[src/hdl/trfs_pkg.sv]
`timescale 1ns / 1ps
// ----------------------------------------------------------------------------
// trfs_pkg
// Shared types, codes and helpers of the rectangle fill byte sequencer.
// ----------------------------------------------------------------------------
package trfs_pkg;

  // Default panel geometry in pixels
  localparam int PANEL_WIDTH_DEF  = 128;
  localparam int PANEL_HEIGHT_DEF = 160;

  // Request codes
  localparam logic ACT_START = 1'b0;
  localparam logic ACT_TICK  = 1'b1;

  // Configuration register indexes
  localparam int CFG_IDX_W = 2;
  typedef logic [CFG_IDX_W-1:0] cfg_idx_t;
  localparam cfg_idx_t CFG_ORIENTATION = 2'd0;
  localparam cfg_idx_t CFG_COL_OFFSET  = 2'd1;
  localparam cfg_idx_t CFG_ROW_OFFSET  = 2'd2;

  // Panel command bytes
  localparam logic [7:0] CMD_COLUMN = 8'h2A;
  localparam logic [7:0] CMD_ROW    = 8'h2B;
  localparam logic [7:0] CMD_WRITE  = 8'h2C;

  // RGB565 field masks
  localparam logic [15:0] RED_MASK   = 16'hF800;
  localparam logic [15:0] GREEN_MASK = 16'h07E0;
  localparam logic [15:0] BLUE_MASK  = 16'h001F;

  // Positions within the window header
  typedef logic [3:0] hdr_idx_t;
  localparam hdr_idx_t HDR_COL_CMD      = 4'd0;
  localparam hdr_idx_t HDR_COL_FIRST_HI = 4'd1;
  localparam hdr_idx_t HDR_COL_FIRST_LO = 4'd2;
  localparam hdr_idx_t HDR_COL_FINAL_HI = 4'd3;
  localparam hdr_idx_t HDR_COL_FINAL_LO = 4'd4;
  localparam hdr_idx_t HDR_ROW_CMD      = 4'd5;
  localparam hdr_idx_t HDR_ROW_FIRST_HI = 4'd6;
  localparam hdr_idx_t HDR_ROW_FIRST_LO = 4'd7;
  localparam hdr_idx_t HDR_ROW_FINAL_HI = 4'd8;
  localparam hdr_idx_t HDR_ROW_FINAL_LO = 4'd9;
  localparam hdr_idx_t HDR_WRITE_CMD    = 4'd10;

  // Sequencer phase
  typedef enum logic [2:0] {
    PH_IDLE   = 3'b001,
    PH_HEADER = 3'b010,
    PH_PIXELS = 3'b100
  } phase_t;

  // Fill request as held in the input register
  typedef struct packed {
    logic        action;
    logic [15:0] x_start;
    logic [15:0] y_start;
    logic [15:0] fill_width;
    logic [15:0] fill_height;
    logic [15:0] color;
  } fill_req_t;

  // Clipped drawing window handed to the sequencer
  typedef struct packed {
    logic        ok;
    logic [15:0] col_first;
    logic [15:0] col_final;
    logic [15:0] row_first;
    logic [15:0] row_final;
    logic [15:0] color_sw;
  } window_t;

  // Exchange red and blue fields of an RGB565 word
  function automatic logic [15:0] swap_red_blue(input logic [15:0] c);
    logic [15:0] r;
    r = ((c & RED_MASK) >> 11) | (c & GREEN_MASK) | ((c & BLUE_MASK) << 11);
    return r;
  endfunction

endpackage

[src/hdl/trfs_in_if.sv]
`timescale 1ns / 1ps
// ----------------------------------------------------------------------------
// trfs_in_if
// Request channel: start or tick, with rectangle and color.
// ----------------------------------------------------------------------------
interface trfs_in_if;
  logic        valid;
  logic        ready;
  logic        action;
  logic [15:0] x_start;
  logic [15:0] y_start;
  logic [15:0] fill_width;
  logic [15:0] fill_height;
  logic [15:0] color;

  modport source (
    output valid, action, x_start, y_start, fill_width, fill_height, color,
    input  ready
  );
  modport sink (
    input  valid, action, x_start, y_start, fill_width, fill_height, color,
    output ready
  );
endinterface

[src/hdl/trfs_out_if.sv]
`timescale 1ns / 1ps
// ----------------------------------------------------------------------------
// trfs_out_if
// Byte channel toward the SPI serializer.
// ----------------------------------------------------------------------------
interface trfs_out_if;
  logic       valid;
  logic       ready;
  logic [7:0] out_byte;
  logic       is_data;
  logic       last_byte;

  modport source (
    output valid, out_byte, is_data, last_byte,
    input  ready
  );
  modport sink (
    input  valid, out_byte, is_data, last_byte,
    output ready
  );
endinterface

[src/hdl/trfs_cfg_if.sv]
`timescale 1ns / 1ps
// ----------------------------------------------------------------------------
// trfs_cfg_if
// Register write channel: index and write data.
// ----------------------------------------------------------------------------
interface trfs_cfg_if;
  logic                  valid;
  logic                  ready;
  trfs_pkg::cfg_idx_t    index;
  logic [7:0]            data;

  modport source (
    output valid, index, data,
    input  ready
  );
  modport sink (
    input  valid, index, data,
    output ready
  );
endinterface

[src/hdl/tft_rect_fill_byte_sequencer.sv]
`timescale 1ns / 1ps
// ----------------------------------------------------------------------------
// tft_rect_fill_byte_sequencer
// Rectangle fill byte source for an RGB565 SPI TFT panel.
//
// in_ch carries requests: a start latches a rectangle clipped to the screen
// (size set by orientation), a tick asks for the next SPI byte. out_ch
// returns one byte per tick while a fill is active: 0x2A and four column
// window bytes, 0x2B and four row window bytes, 0x2C, then two bytes per
// pixel. is_data gives the D/C level, last_byte marks the final pixel byte.
// cfg_ch writes orientation, column offset and row offset; write only when
// no request is in flight.
// A tick's byte passes through the input register and then the result register
// before it shows on out_ch. Throughput is one request per cycle while out_ch
// does not stall, set by the single register-to-register pass through clip and sequencer.
// Starts, rejected starts and idle ticks produce no byte.
// Reset clears the valid flags and configuration registers and returns the sequencer to idle.
// When out_ch stalls, the pending byte holds; one more request waits in the
// input register and in_ch.ready drops behind it.
// ----------------------------------------------------------------------------
module tft_rect_fill_byte_sequencer #(
  parameter int PANEL_WIDTH  = trfs_pkg::PANEL_WIDTH_DEF,
  parameter int PANEL_HEIGHT = trfs_pkg::PANEL_HEIGHT_DEF
) (
  input  logic               clk,
  input  logic               rst_n,
  trfs_in_if.sink            in_ch,
  trfs_out_if.source         out_ch,
  trfs_cfg_if.sink           cfg_ch
);

  localparam int PixW = $clog2(PANEL_WIDTH * PANEL_HEIGHT + 1);

  logic [1:0]          orient_r;
  logic [7:0]          col_off_r;
  logic [7:0]          row_off_r;

  logic                req_vld_r;
  trfs_pkg::fill_req_t req_r;
  logic                in_xfer;
  logic                step;
  logic                slot_free;

  trfs_pkg::window_t   win;
  logic [PixW-1:0]     pixels;

  // A start never needs the result slot; a tick waits for it
  assign step      = req_vld_r && (req_r.action == trfs_pkg::ACT_START || slot_free);
  assign in_ch.ready = !req_vld_r || step;
  assign in_xfer   = in_ch.valid && in_ch.ready;

  assign cfg_ch.ready = 1'b1;

  always_ff @(posedge clk) begin
    if (!rst_n) begin
      req_vld_r <= 1'b0;
    end else if (in_xfer) begin
      req_vld_r <= 1'b1;
    end else if (step) begin
      req_vld_r <= 1'b0;
    end
  end

  always_ff @(posedge clk) begin
    if (in_xfer) begin
      req_r.action      <= in_ch.action;
      req_r.x_start     <= in_ch.x_start;
      req_r.y_start     <= in_ch.y_start;
      req_r.fill_width  <= in_ch.fill_width;
      req_r.fill_height <= in_ch.fill_height;
      req_r.color       <= in_ch.color;
    end
  end

  always_ff @(posedge clk) begin
    if (!rst_n) begin
      orient_r  <= '0;
      col_off_r <= '0;
      row_off_r <= '0;
    end else if (cfg_ch.valid && cfg_ch.ready) begin
      unique case (cfg_ch.index)
        trfs_pkg::CFG_ORIENTATION: orient_r  <= cfg_ch.data[1:0];
        trfs_pkg::CFG_COL_OFFSET:  col_off_r <= cfg_ch.data;
        trfs_pkg::CFG_ROW_OFFSET:  row_off_r <= cfg_ch.data;
        default: begin
          // unknown index: drop
        end
      endcase
    end
  end

  trfs_clip #(
    .PANEL_WIDTH  (PANEL_WIDTH),
    .PANEL_HEIGHT (PANEL_HEIGHT),
    .PIX_W        (PixW)
  ) u_clip (
    .orientation (orient_r),
    .col_offset  (col_off_r),
    .row_offset  (row_off_r),
    .req         (req_r),
    .win         (win),
    .pixels      (pixels)
  );

  trfs_seq #(
    .PIX_W (PixW)
  ) u_seq (
    .clk         (clk),
    .rst_n       (rst_n),
    .step        (step),
    .action      (req_r.action),
    .win         (win),
    .pixels      (pixels),
    .out_ready   (out_ch.ready),
    .slot_free   (slot_free),
    .out_vld     (out_ch.valid),
    .out_byte    (out_ch.out_byte),
    .out_is_data (out_ch.is_data),
    .out_last    (out_ch.last_byte)
  );

endmodule

[src/hdl/trfs_clip.sv]
`timescale 1ns / 1ps
// ----------------------------------------------------------------------------
// trfs_clip
// Clips a fill request to the rotated screen and forms the address window.
// ----------------------------------------------------------------------------
module trfs_clip #(
  parameter int PANEL_WIDTH  = trfs_pkg::PANEL_WIDTH_DEF,
  parameter int PANEL_HEIGHT = trfs_pkg::PANEL_HEIGHT_DEF,
  parameter int PIX_W        = 15
) (
  input  logic                [1:0]       orientation,
  input  logic                [7:0]       col_offset,
  input  logic                [7:0]       row_offset,
  input  trfs_pkg::fill_req_t             req,
  output trfs_pkg::window_t               win,
  output logic                [PIX_W-1:0] pixels
);

  localparam int DimMax = (PANEL_WIDTH > PANEL_HEIGHT) ? PANEL_WIDTH : PANEL_HEIGHT;
  localparam int DimW   = $clog2(DimMax + 1);
  localparam logic [DimW-1:0] PwDim = DimW'(PANEL_WIDTH);
  localparam logic [DimW-1:0] PhDim = DimW'(PANEL_HEIGHT);

  logic [DimW-1:0]   scr_w;
  logic [DimW-1:0]   scr_h;
  logic              x_in;
  logic              y_in;
  logic [DimW-1:0]   room_w;
  logic [DimW-1:0]   room_h;
  logic [DimW-1:0]   w_clip;
  logic [DimW-1:0]   h_clip;
  logic [2*DimW-1:0] prod;

  // Odd orientations turn the panel on its side
  assign scr_w = orientation[0] ? PhDim : PwDim;
  assign scr_h = orientation[0] ? PwDim : PhDim;

  assign x_in = req.x_start < 16'(scr_w);
  assign y_in = req.y_start < 16'(scr_h);

  assign room_w = scr_w - req.x_start[DimW-1:0];
  assign room_h = scr_h - req.y_start[DimW-1:0];

  assign w_clip = (req.fill_width  > 16'(room_w)) ? room_w : req.fill_width[DimW-1:0];
  assign h_clip = (req.fill_height > 16'(room_h)) ? room_h : req.fill_height[DimW-1:0];

  assign prod   = (2*DimW)'(w_clip) * (2*DimW)'(h_clip);
  assign pixels = prod[PIX_W-1:0];

  always_comb begin
    win.ok        = x_in && y_in && (w_clip != '0) && (h_clip != '0);
    win.col_first = req.x_start + 16'(col_offset);
    win.col_final = req.x_start + 16'(w_clip) - 16'd1 + 16'(col_offset);
    win.row_first = req.y_start + 16'(row_offset);
    win.row_final = req.y_start + 16'(h_clip) - 16'd1 + 16'(row_offset);
    win.color_sw  = trfs_pkg::swap_red_blue(req.color);
  end

endmodule

[src/hdl/trfs_seq.sv]
`timescale 1ns / 1ps
// ----------------------------------------------------------------------------
// trfs_seq
// Byte sequencer: window header, memory-write command, then pixel bytes,
// one byte per tick into the result register.
// ----------------------------------------------------------------------------
module trfs_seq #(
  parameter int PIX_W = 15
) (
  input  logic                          clk,
  input  logic                          rst_n,
  input  logic                          step,
  input  logic                          action,
  input  trfs_pkg::window_t             win,
  input  logic              [PIX_W-1:0] pixels,
  input  logic                          out_ready,
  output logic                          slot_free,
  output logic                          out_vld,
  output logic              [7:0]       out_byte,
  output logic                          out_is_data,
  output logic                          out_last
);

  trfs_pkg::phase_t   phase_r,     phase_nxt;
  trfs_pkg::hdr_idx_t hdr_idx_r,   hdr_idx_nxt;
  trfs_pkg::window_t  win_r,       win_nxt;
  logic [PIX_W-1:0]   pix_left_r,  pix_left_nxt;
  logic               low_next_r,  low_next_nxt;
  logic               out_vld_r,   out_vld_nxt;
  logic [7:0]         out_byte_r,  out_byte_nxt;
  logic               out_data_r,  out_data_nxt;
  logic               out_last_r,  out_last_nxt;

  logic [7:0]         hdr_byte;
  logic               hdr_data;

  assign slot_free   = !out_vld_r || out_ready;
  assign out_vld     = out_vld_r;
  assign out_byte    = out_byte_r;
  assign out_is_data = out_data_r;
  assign out_last    = out_last_r;

  always_comb begin
    hdr_data = 1'b1;
    unique case (hdr_idx_r)
      trfs_pkg::HDR_COL_CMD: begin
        hdr_byte = trfs_pkg::CMD_COLUMN;
        hdr_data = 1'b0;
      end
      trfs_pkg::HDR_COL_FIRST_HI: hdr_byte = win_r.col_first[15:8];
      trfs_pkg::HDR_COL_FIRST_LO: hdr_byte = win_r.col_first[7:0];
      trfs_pkg::HDR_COL_FINAL_HI: hdr_byte = win_r.col_final[15:8];
      trfs_pkg::HDR_COL_FINAL_LO: hdr_byte = win_r.col_final[7:0];
      trfs_pkg::HDR_ROW_CMD: begin
        hdr_byte = trfs_pkg::CMD_ROW;
        hdr_data = 1'b0;
      end
      trfs_pkg::HDR_ROW_FIRST_HI: hdr_byte = win_r.row_first[15:8];
      trfs_pkg::HDR_ROW_FIRST_LO: hdr_byte = win_r.row_first[7:0];
      trfs_pkg::HDR_ROW_FINAL_HI: hdr_byte = win_r.row_final[15:8];
      trfs_pkg::HDR_ROW_FINAL_LO: hdr_byte = win_r.row_final[7:0];
      default: begin
        hdr_byte = trfs_pkg::CMD_WRITE;
        hdr_data = 1'b0;
      end
    endcase
  end

  always_comb begin
    phase_nxt    = phase_r;
    hdr_idx_nxt  = hdr_idx_r;
    win_nxt      = win_r;
    pix_left_nxt = pix_left_r;
    low_next_nxt = low_next_r;
    out_vld_nxt  = out_vld_r && !out_ready;
    out_byte_nxt = out_byte_r;
    out_data_nxt = out_data_r;
    out_last_nxt = out_last_r;
    if (step) begin
      if (action == trfs_pkg::ACT_START) begin
        // Latch only when idle and something is left after clipping
        if (phase_r == trfs_pkg::PH_IDLE && win.ok) begin
          win_nxt      = win;
          pix_left_nxt = pixels;
          low_next_nxt = 1'b0;
          hdr_idx_nxt  = trfs_pkg::HDR_COL_CMD;
          phase_nxt    = trfs_pkg::PH_HEADER;
        end
      end else begin
        unique case (phase_r)
          trfs_pkg::PH_HEADER: begin
            out_vld_nxt  = 1'b1;
            out_byte_nxt = hdr_byte;
            out_data_nxt = hdr_data;
            out_last_nxt = 1'b0;
            if (hdr_idx_r == trfs_pkg::HDR_WRITE_CMD) begin
              hdr_idx_nxt = trfs_pkg::HDR_COL_CMD;
              phase_nxt   = trfs_pkg::PH_PIXELS;
            end else begin
              hdr_idx_nxt = hdr_idx_r + 4'd1;
            end
          end
          trfs_pkg::PH_PIXELS: begin
            out_vld_nxt  = 1'b1;
            out_data_nxt = 1'b1;
            if (!low_next_r) begin
              out_byte_nxt = win_r.color_sw[15:8];
              out_last_nxt = 1'b0;
              low_next_nxt = 1'b1;
            end else begin
              out_byte_nxt = win_r.color_sw[7:0];
              low_next_nxt = 1'b0;
              if (pix_left_r <= PIX_W'(1)) begin
                pix_left_nxt = '0;
                out_last_nxt = 1'b1;
                phase_nxt    = trfs_pkg::PH_IDLE;
              end else begin
                pix_left_nxt = pix_left_r - PIX_W'(1);
                out_last_nxt = 1'b0;
              end
            end
          end
          default: begin
            // tick while idle: drop
          end
        endcase
      end
    end
  end

  always_ff @(posedge clk) begin
    if (!rst_n) begin
      phase_r    <= trfs_pkg::PH_IDLE;
      hdr_idx_r  <= trfs_pkg::HDR_COL_CMD;
      pix_left_r <= '0;
      low_next_r <= 1'b0;
      out_vld_r  <= 1'b0;
    end else begin
      phase_r    <= phase_nxt;
      hdr_idx_r  <= hdr_idx_nxt;
      pix_left_r <= pix_left_nxt;
      low_next_r <= low_next_nxt;
      out_vld_r  <= out_vld_nxt;
    end
  end

  always_ff @(posedge clk) begin
    win_r      <= win_nxt;
    out_byte_r <= out_byte_nxt;
    out_data_r <= out_data_nxt;
    out_last_r <= out_last_nxt;
  end

endmodule

[src/flat_wrapper.sv]
// flat-port wrapper written by rule: the top's interface ports become plain ports
module tft_rect_fill_byte_sequencer_flat 
#(
  parameter int PANEL_WIDTH  = trfs_pkg::PANEL_WIDTH_DEF,
  parameter int PANEL_HEIGHT = trfs_pkg::PANEL_HEIGHT_DEF
)
  (clk, rst_n, in_ch_valid, in_ch_action, in_ch_x_start, in_ch_y_start, in_ch_fill_width, in_ch_fill_height, in_ch_color, in_ch_ready, out_ch_valid, out_ch_out_byte, out_ch_is_data, out_ch_last_byte, out_ch_ready, cfg_ch_valid, cfg_ch_index, cfg_ch_data, cfg_ch_ready);
  trfs_in_if in_ch_i ();
  trfs_out_if out_ch_i ();
  trfs_cfg_if cfg_ch_i ();
  input  logic clk;
  input  logic rst_n;
  input wire logic [$bits(in_ch_i.valid)-1:0] in_ch_valid;
  input wire logic [$bits(in_ch_i.action)-1:0] in_ch_action;
  input wire logic [$bits(in_ch_i.x_start)-1:0] in_ch_x_start;
  input wire logic [$bits(in_ch_i.y_start)-1:0] in_ch_y_start;
  input wire logic [$bits(in_ch_i.fill_width)-1:0] in_ch_fill_width;
  input wire logic [$bits(in_ch_i.fill_height)-1:0] in_ch_fill_height;
  input wire logic [$bits(in_ch_i.color)-1:0] in_ch_color;
  output wire logic [$bits(in_ch_i.ready)-1:0] in_ch_ready;
  output wire logic [$bits(out_ch_i.valid)-1:0] out_ch_valid;
  output wire logic [$bits(out_ch_i.out_byte)-1:0] out_ch_out_byte;
  output wire logic [$bits(out_ch_i.is_data)-1:0] out_ch_is_data;
  output wire logic [$bits(out_ch_i.last_byte)-1:0] out_ch_last_byte;
  input wire logic [$bits(out_ch_i.ready)-1:0] out_ch_ready;
  input wire logic [$bits(cfg_ch_i.valid)-1:0] cfg_ch_valid;
  input wire logic [$bits(cfg_ch_i.index)-1:0] cfg_ch_index;
  input wire logic [$bits(cfg_ch_i.data)-1:0] cfg_ch_data;
  output wire logic [$bits(cfg_ch_i.ready)-1:0] cfg_ch_ready;
  assign in_ch_i.valid = in_ch_valid;
  assign in_ch_i.action = in_ch_action;
  assign in_ch_i.x_start = in_ch_x_start;
  assign in_ch_i.y_start = in_ch_y_start;
  assign in_ch_i.fill_width = in_ch_fill_width;
  assign in_ch_i.fill_height = in_ch_fill_height;
  assign in_ch_i.color = in_ch_color;
  assign in_ch_ready = in_ch_i.ready;
  assign out_ch_valid = out_ch_i.valid;
  assign out_ch_out_byte = out_ch_i.out_byte;
  assign out_ch_is_data = out_ch_i.is_data;
  assign out_ch_last_byte = out_ch_i.last_byte;
  assign out_ch_i.ready = out_ch_ready;
  assign cfg_ch_i.valid = cfg_ch_valid;
  assign cfg_ch_i.index = cfg_ch_index;
  assign cfg_ch_i.data = cfg_ch_data;
  assign cfg_ch_ready = cfg_ch_i.ready;
  tft_rect_fill_byte_sequencer #(.PANEL_WIDTH(PANEL_WIDTH), .PANEL_HEIGHT(PANEL_HEIGHT)) u_core (.clk(clk), .rst_n(rst_n), .in_ch(in_ch_i), .out_ch(out_ch_i), .cfg_ch(cfg_ch_i));
endmodule
[config.mk]
export PLATFORM = sky130hd
export DESIGN_NAME = tft_rect_fill_byte_sequencer_flat
export DESIGN_NICKNAME = d
export VERILOG_FILES = /design/src/hdl/trfs_pkg.sv /design/src/hdl/trfs_in_if.sv /design/src/hdl/trfs_out_if.sv /design/src/hdl/trfs_cfg_if.sv /design/src/hdl/tft_rect_fill_byte_sequencer.sv /design/src/hdl/trfs_clip.sv /design/src/hdl/trfs_seq.sv /design/src/flat_wrapper.sv
export SDC_FILE = /design/constraint.sdc
export NUM_CORES = 1
export LEC_CHECK = 0
export BUFFER_PORTS_ARGS = -buffer_cell sky130_fd_sc_hd__buf_2
export CORE_AREA = 2 2 246 248
export CTS_BUF_LIST = sky130_fd_sc_hd__clkbuf_4
export DETAILED_ROUTE_END_ITERATION = 10
export DIE_AREA = 0 0 248 250
export HOLD_SLACK_MARGIN = 0.05
export SLEW_MARGIN = 0
export SYNTH_ARGS = -nofsm -noshare
export SYNTH_HDL_FRONTEND = slang
export SYNTH_SLANG_ARGS = --single-unit
[constraint.sdc]
create_clock -name clk -period 11.9 [get_ports clk]
set_input_delay 2.38 -clock clk [delete_from_list [all_inputs] [get_ports clk]]
set_output_delay 2.38 -clock clk [all_outputs]
set_load 0.02 [all_outputs]
Word-level counts from Yosys, hierarchy flattened

Cells that the tools add are included.

Bitwise gates (word level): 3
Reduce and logical (&&, ||, !) cells: 31
Shifts and indexed selects: 0
$mul: 1
Equality and inequality tests: 22
$add $sub $neg: 12
Div/mod/pow operators: 0
Magnitude comparators: 5
Mux-type cells: 36

Operators with widths:

| cell                    | count |
|---|---|
| $add A16 B8 Y16         | 6 |
| $pmux W8 S10            | 1 |
| $mux W15                | 5 |
| $gt A16 B8 Y1           | 2 |
| $lt A16 B8 Y1           | 2 |
| $sub A16 B1 Y16 const B | 2 |
| $mux W8                 | 3 |
| $eq A4 B3 Y1 const B    | 4 |
| $mux W4                 | 4 |
| $or A16 B16 Y16         | 1 |
| $pmux W8 S2             | 1 |
| $reduce_bool A8 Y1      | 2 |
| $sub A8 B8 Y8           | 2 |
| $le A15 B1 Y1 const B   | 1 |
| $mul A8 B8 Y15          | 1 |
| $mux W3                 | 5 |
| $sub A15 B1 Y15 const B | 1 |
| $eq A4 B4 Y1 const B    | 3 |
| $mux W1                 | 12 |
| $mux W6                 | 2 |
| $ne A3 B3 Y1 const B    | 4 |
| $reduce_and A3 Y1       | 4 |
| $or A5 B11 Y11          | 1 |
| $eq A4 B2 Y1 const B    | 2 |
| other kinds (22)        | 39 |

Memories kept: 0
Bits in latches: 0
Logic and storage cells: 133
Memory bits (read-only): 0
Output and inout port bits: 13
Memory bits (writable): 0
Bits of input ports: 96
Register bits after elaboration: 213

Logic depth before layout (Yosys ltp)

Depth in word-level cells: 10
Gate-level depth with buffers: 32
Gate-level depth less buffers: 31

Modules after synthesis

A second synthesis with hierarchy kept.

Cells, all modules: 1402
Area, all modules: 14729.1 µm²

By module, submodules not included:

| module                       | cells each | times used | area an instance (µm²) | seq. area each (µm²) |
|---|---|---|---|---|
| trfs_clip                    | 829        | 1          | 6453.7                 | 0.0 |
| trfs_seq                     | 413        | 1          | 5069.9                 | 3183.1 |
| tft_rect_fill_byte_sequencer | 160        | 1          | 3205.6                 | 2812.7 |

Worst setup path after synthesis

OpenSTA, ideal clock, no wires.

Kind: reg2reg
From: register u_core.req_r[65] (netlist bit)
To: register u_core.u_seq.pix_left_r[11]
Data arrival time: 7103 ps
Clock period less this slack: 7237 ps
Path buffers: 2
Slack: 4663 ps
Setup time: 133 ps
Data required time: 11767 ps
Stages on the path, launching flop included: 30
Path through: edfxtp_1 inv_1 ha_1 nor4b_1 a21oi_1 xnor2_1 inv_1 ha_1 nand4_1 nand2b_1 a21oi_1 and4b_1 buf_6 clkbuf_1 mux2i_1 or2_2 fa_1 fa_1 inv_1 fa_1 inv_1 fa_1 inv_1 ha_1 a21boi_0 o311a_1 o21a_1 or3_2 a31oi_1 o32ai_2

Longest elaborated chain between the ends: 9
Elaborated cells on any way between the ends: 14
Classes of those cells: add/sub (1); mul (1); order compare (2); mux (3); reduce/logical (7)

Ends and longest elaborated chain:

| item                                                  | line                               | source |
|---|---|---|
| start: declaration                                    | tft_rect_fill_byte_sequencer.sv:39 | `trfs_pkg::fill_req_t req_r;` |
| branches (longest 9 deep; another with $gt A16 B8 Y1) | -                                  |  |
| end signal: assignment                                | trfs_seq.sv:141                    | `pix_left_r <= pix_left_nxt;` |
| end: declaration                                      | trfs_seq.sv:27                     | `logic [PIX_W-1:0] pix_left_r, pix_left_nxt;` |

Parallel ways; which one is timed is not known. The select of a mux whose other input is x is not followed.
A chain may end at the register's enable or synchronous reset.

Worst setup path after layout

From: register u_core.req_r[64] (netlist bit)
To: register u_core.u_seq.pix_left_r[11]

Same word-level chain as after synthesis.

==> impl_metrics.toml <==
[synth]
syn_area_per_cell_um2 = 10.4
synthCells = 1411
syn_nets = 1717
synth-edff-count = 171
synth_warnings = 0
ys.flop_type = "edfxtp_1"
ys_seq_elements = 213
async_reset_ff_share_pct = 0
yosysSeqAreaShare_pct = 40.7
syn_area_mm2 = 0.0147
ys_types = 87

[timing]
rsz0062_at_grt = "false"
worst_slew_pin_slew_ns = 1.10
fin_setup_tns_ns = 0
clock.fmax_ghz = 0.124
slew_headroom_pct = 26.9
setup_viol = 0
post-route-period-util_pct = 67.8
hold_violations = 0
finalClockSkew_ns = 0.0418
slew_viol_final = 0
period_needed_ns = 8.06
setup_slack_ns = 3.84

[clocking]
cts_setup_buffers = 0
root_buffer = "clkbuf_4"
clk_latency_ns = 0.81
clockBufferDepth = 3
cts.sinks = 213
h-tree-depth = 2
numCtsBuffers = 58
cts_tree = "yes"
hold_buffers = 0
path_clk_slew_ns = 0.07
ctsResizeCount = 0

[routing]
vias = 11100
wire_per_inst_um = 16.9
viasPerCell = 4.64
drt_iter0_markers = 768
ant_nets = 0
wirelength_mm = 40.4
drcViolationCount = 0
dr.pass1.iters = 6

[outcome]
status = "finished, final reports clean"

[layout]
areaGrowthSynthToFinish_pct = 14.9
fin_area_mm2 = 0.0169
final_cell_mix = "inv_1, edfxtp_1, ha_1, nor2_1, buf_2"
fin_nets = 1859
multi_input_area_mm2 = 0.00785
drive_gt1_share_pct = 16.2
fillers = 6196
final_common_cell = "inv_1"
fin_cells = 2384
regArea_mm2 = 0.00598

[floorplan]
design.core.area_mm2 = 0.0596
start_util_pct = 24.7
num_rows = 90
dieArea_mm2 = 0.0620
die_w_um = 248
fp.dieH_um = 250
ioPinCount = 109

[worst_setup_path]
r2r-start = "u_core.req_r[64]"
cp_max_fo = 12
critPathRequiredTime_ns = 12.57
max_stage_delay_ns = 0.79
r2r-end = "u_core.u_seq.pix_left_r[11]"
worstSetupStartpointType = "flop"
criticalPathCategory = "flop to flop"
arrival_ns = 8.73
startpoint = "u_core.req_r[64]"
endpoint_kind = "flop"
critical-path-slowest-cell = "a21oi_1"
r2r_slack_ns = 3.84
rr_worst_depth = 28
crit_top_cell = "inv_1"
crit_path_end = "u_core.u_seq.pix_left_r[11]"

[global_route]
antenna_found_initial = 2
gr-total-overflow = 0
grt_max_degree = 83
grt_pass1_wl_mm = 63.0
grt_util_all_layers_pct = 13.1
grt_pass1_vias = 11400

[placement]
portBuffers = 107
dp_hpwl_mm = 31.2
globalplace.congestion = 0.893
dpl-instance-area_mm2 = 0.0161
place_inst = 2275
pre_cts_slack_ns = 3.89

[power_and_ir_drop]
vdd_ir_drop_max_uv = 103
p_leak_nw = 7.07
p_per_area_mw_per_mm2 = 161

[flow_run]
maxCapViolCount = 0

[worst_hold_path]
hold_class = "flop to flop"
==> layer usage <==
layer | wire [um] | GRT usage [%] | up-vias
li1 | - | - | 5346
met1 | 16400 | 15.3 | 5357
met2 | 21000 | 23.9 | 278
met3 | 1930 | 2.48 | 72
met4 | 1030 | 4.02 | 0
met5 | 0 | 0 | -
==> sequential cells by signal (all words and copies together), names as in the netlist, 3 cells and up <==
signal,cells
u_core.req_r,81
u_core.u_seq.win_r,80
u_core.u_seq.pix_left_r,15
u_core.col_off_r,8
u_core.row_off_r,8
u_core.u_seq.out_byte,8
u_core.u_seq.hdr_idx_r,4
u_core.u_seq.phase_r,3
==> area by class of cell <==
cell class                      count  area share (%)
Timing Repair Buffer              121            3.80
Sequential cell                   213            35.4
Clock inverter                     15           0.460
Multi-Input combinational cell    981            46.5
Inverter                          178            3.97
Antenna cell                        4          0.0593
Clock buffer                       90            4.00
Tap cell                          782            5.80
==> worst max-delay path: cells and delay by family (launching register included) <==
kind            cells  cell delay, ns
compound gates      8            2.02
xor+xnor            1            0.25
fa+ha+maj           7            2.92
buf+inv             5            0.37
flops               1            0.47
simple gates        7            1.89
==> kinds of logic after synthesis <==
group           share of synthesized area [%]
simple gates                             13.4
compound gates                           12.4
buf+inv                                  6.06
flops                                    40.7
fa+ha+maj                                20.6
xor+xnor                                 4.17
mux                                      2.61
other cells                            0.0255
==> cells in the mapped netlist, types with 7 or more instances <==
cell | number | area share (%)
mux2i_1 | 35 | 2.4
nand2_1 | 54 | 1.4
and3_1 | 13 | 0.55
a211oi_1 | 8 | 0.41
nor3_1 | 29 | 0.99
a31oi_1 | 15 | 0.64
edfxtp_1 | 171 | 35
o211ai_1 | 10 | 0.51
a311oi_1 | 7 | 0.42
o32ai_1 | 8 | 0.48
fa_1 | 53 | 7.2
nand4_1 | 10 | 0.43
or3_1 | 21 | 0.89
ha_1 | 157 | 13
nand3_1 | 23 | 0.78
a221oi_1 | 9 | 0.54
nor2b_1 | 21 | 0.89
a22oi_1 | 7 | 0.36
o22ai_1 | 15 | 0.64
nand2b_1 | 14 | 0.60
xor2_1 | 17 | 1.0
o21ai_0 | 48 | 1.6
dfxtp_1 | 42 | 5.7
a21oi_1 | 74 | 2.5
a21o_1 | 7 | 0.36
nor2_1 | 152 | 3.9
inv_1 | 176 | 4.5
clkbuf_1 | 25 | 0.64
xnor2_1 | 53 | 3.2
or2_2 | 7 | 0.30
nor4_1 | 13 | 0.55
==> per-stage QoR <==
| stage | power, mW | utilization (%) | hold WS [ns] |
|---|---|---|---|
| finish | 2.71 | 28.3 | 0.420 |
| global route | 2.95 | 28.3 | 0.426 |
| CTS | 2.75 | 28.3 | 0.422 |
| detailed placement | 2.04 | 27.0 | 0.405 |
| global placement | 2.03 | 27.0 | 0.404 |
| floorplan | 1.76 | - | 0.400 |
==> worst min path at each step <==
stage               slack, ns              from  cells after the start                     end
floorplan                0.40  u_core.req_r[11]                      0   u_core.u_seq.win_r[0]
global placement         0.40   u_core.req_r[8]                      0   u_core.u_seq.win_r[8]
detailed placement       0.41  u_core.req_r[10]                      0  u_core.u_seq.win_r[10]
CTS                      0.42   u_core.req_r[7]                      0   u_core.u_seq.win_r[7]
global route             0.43   u_core.req_r[7]                      0   u_core.u_seq.win_r[7]
finish                   0.42  u_core.req_r[11]                      0   u_core.u_seq.win_r[0]
==> power by group <==
part / internal (mW) / switching, mW
combinational: 0.494 / 0.655
sequential: 0.859 / 0.0266
clock: 0.346 / 0.329
Note: power is estimated with default switching activity, not from simulation.
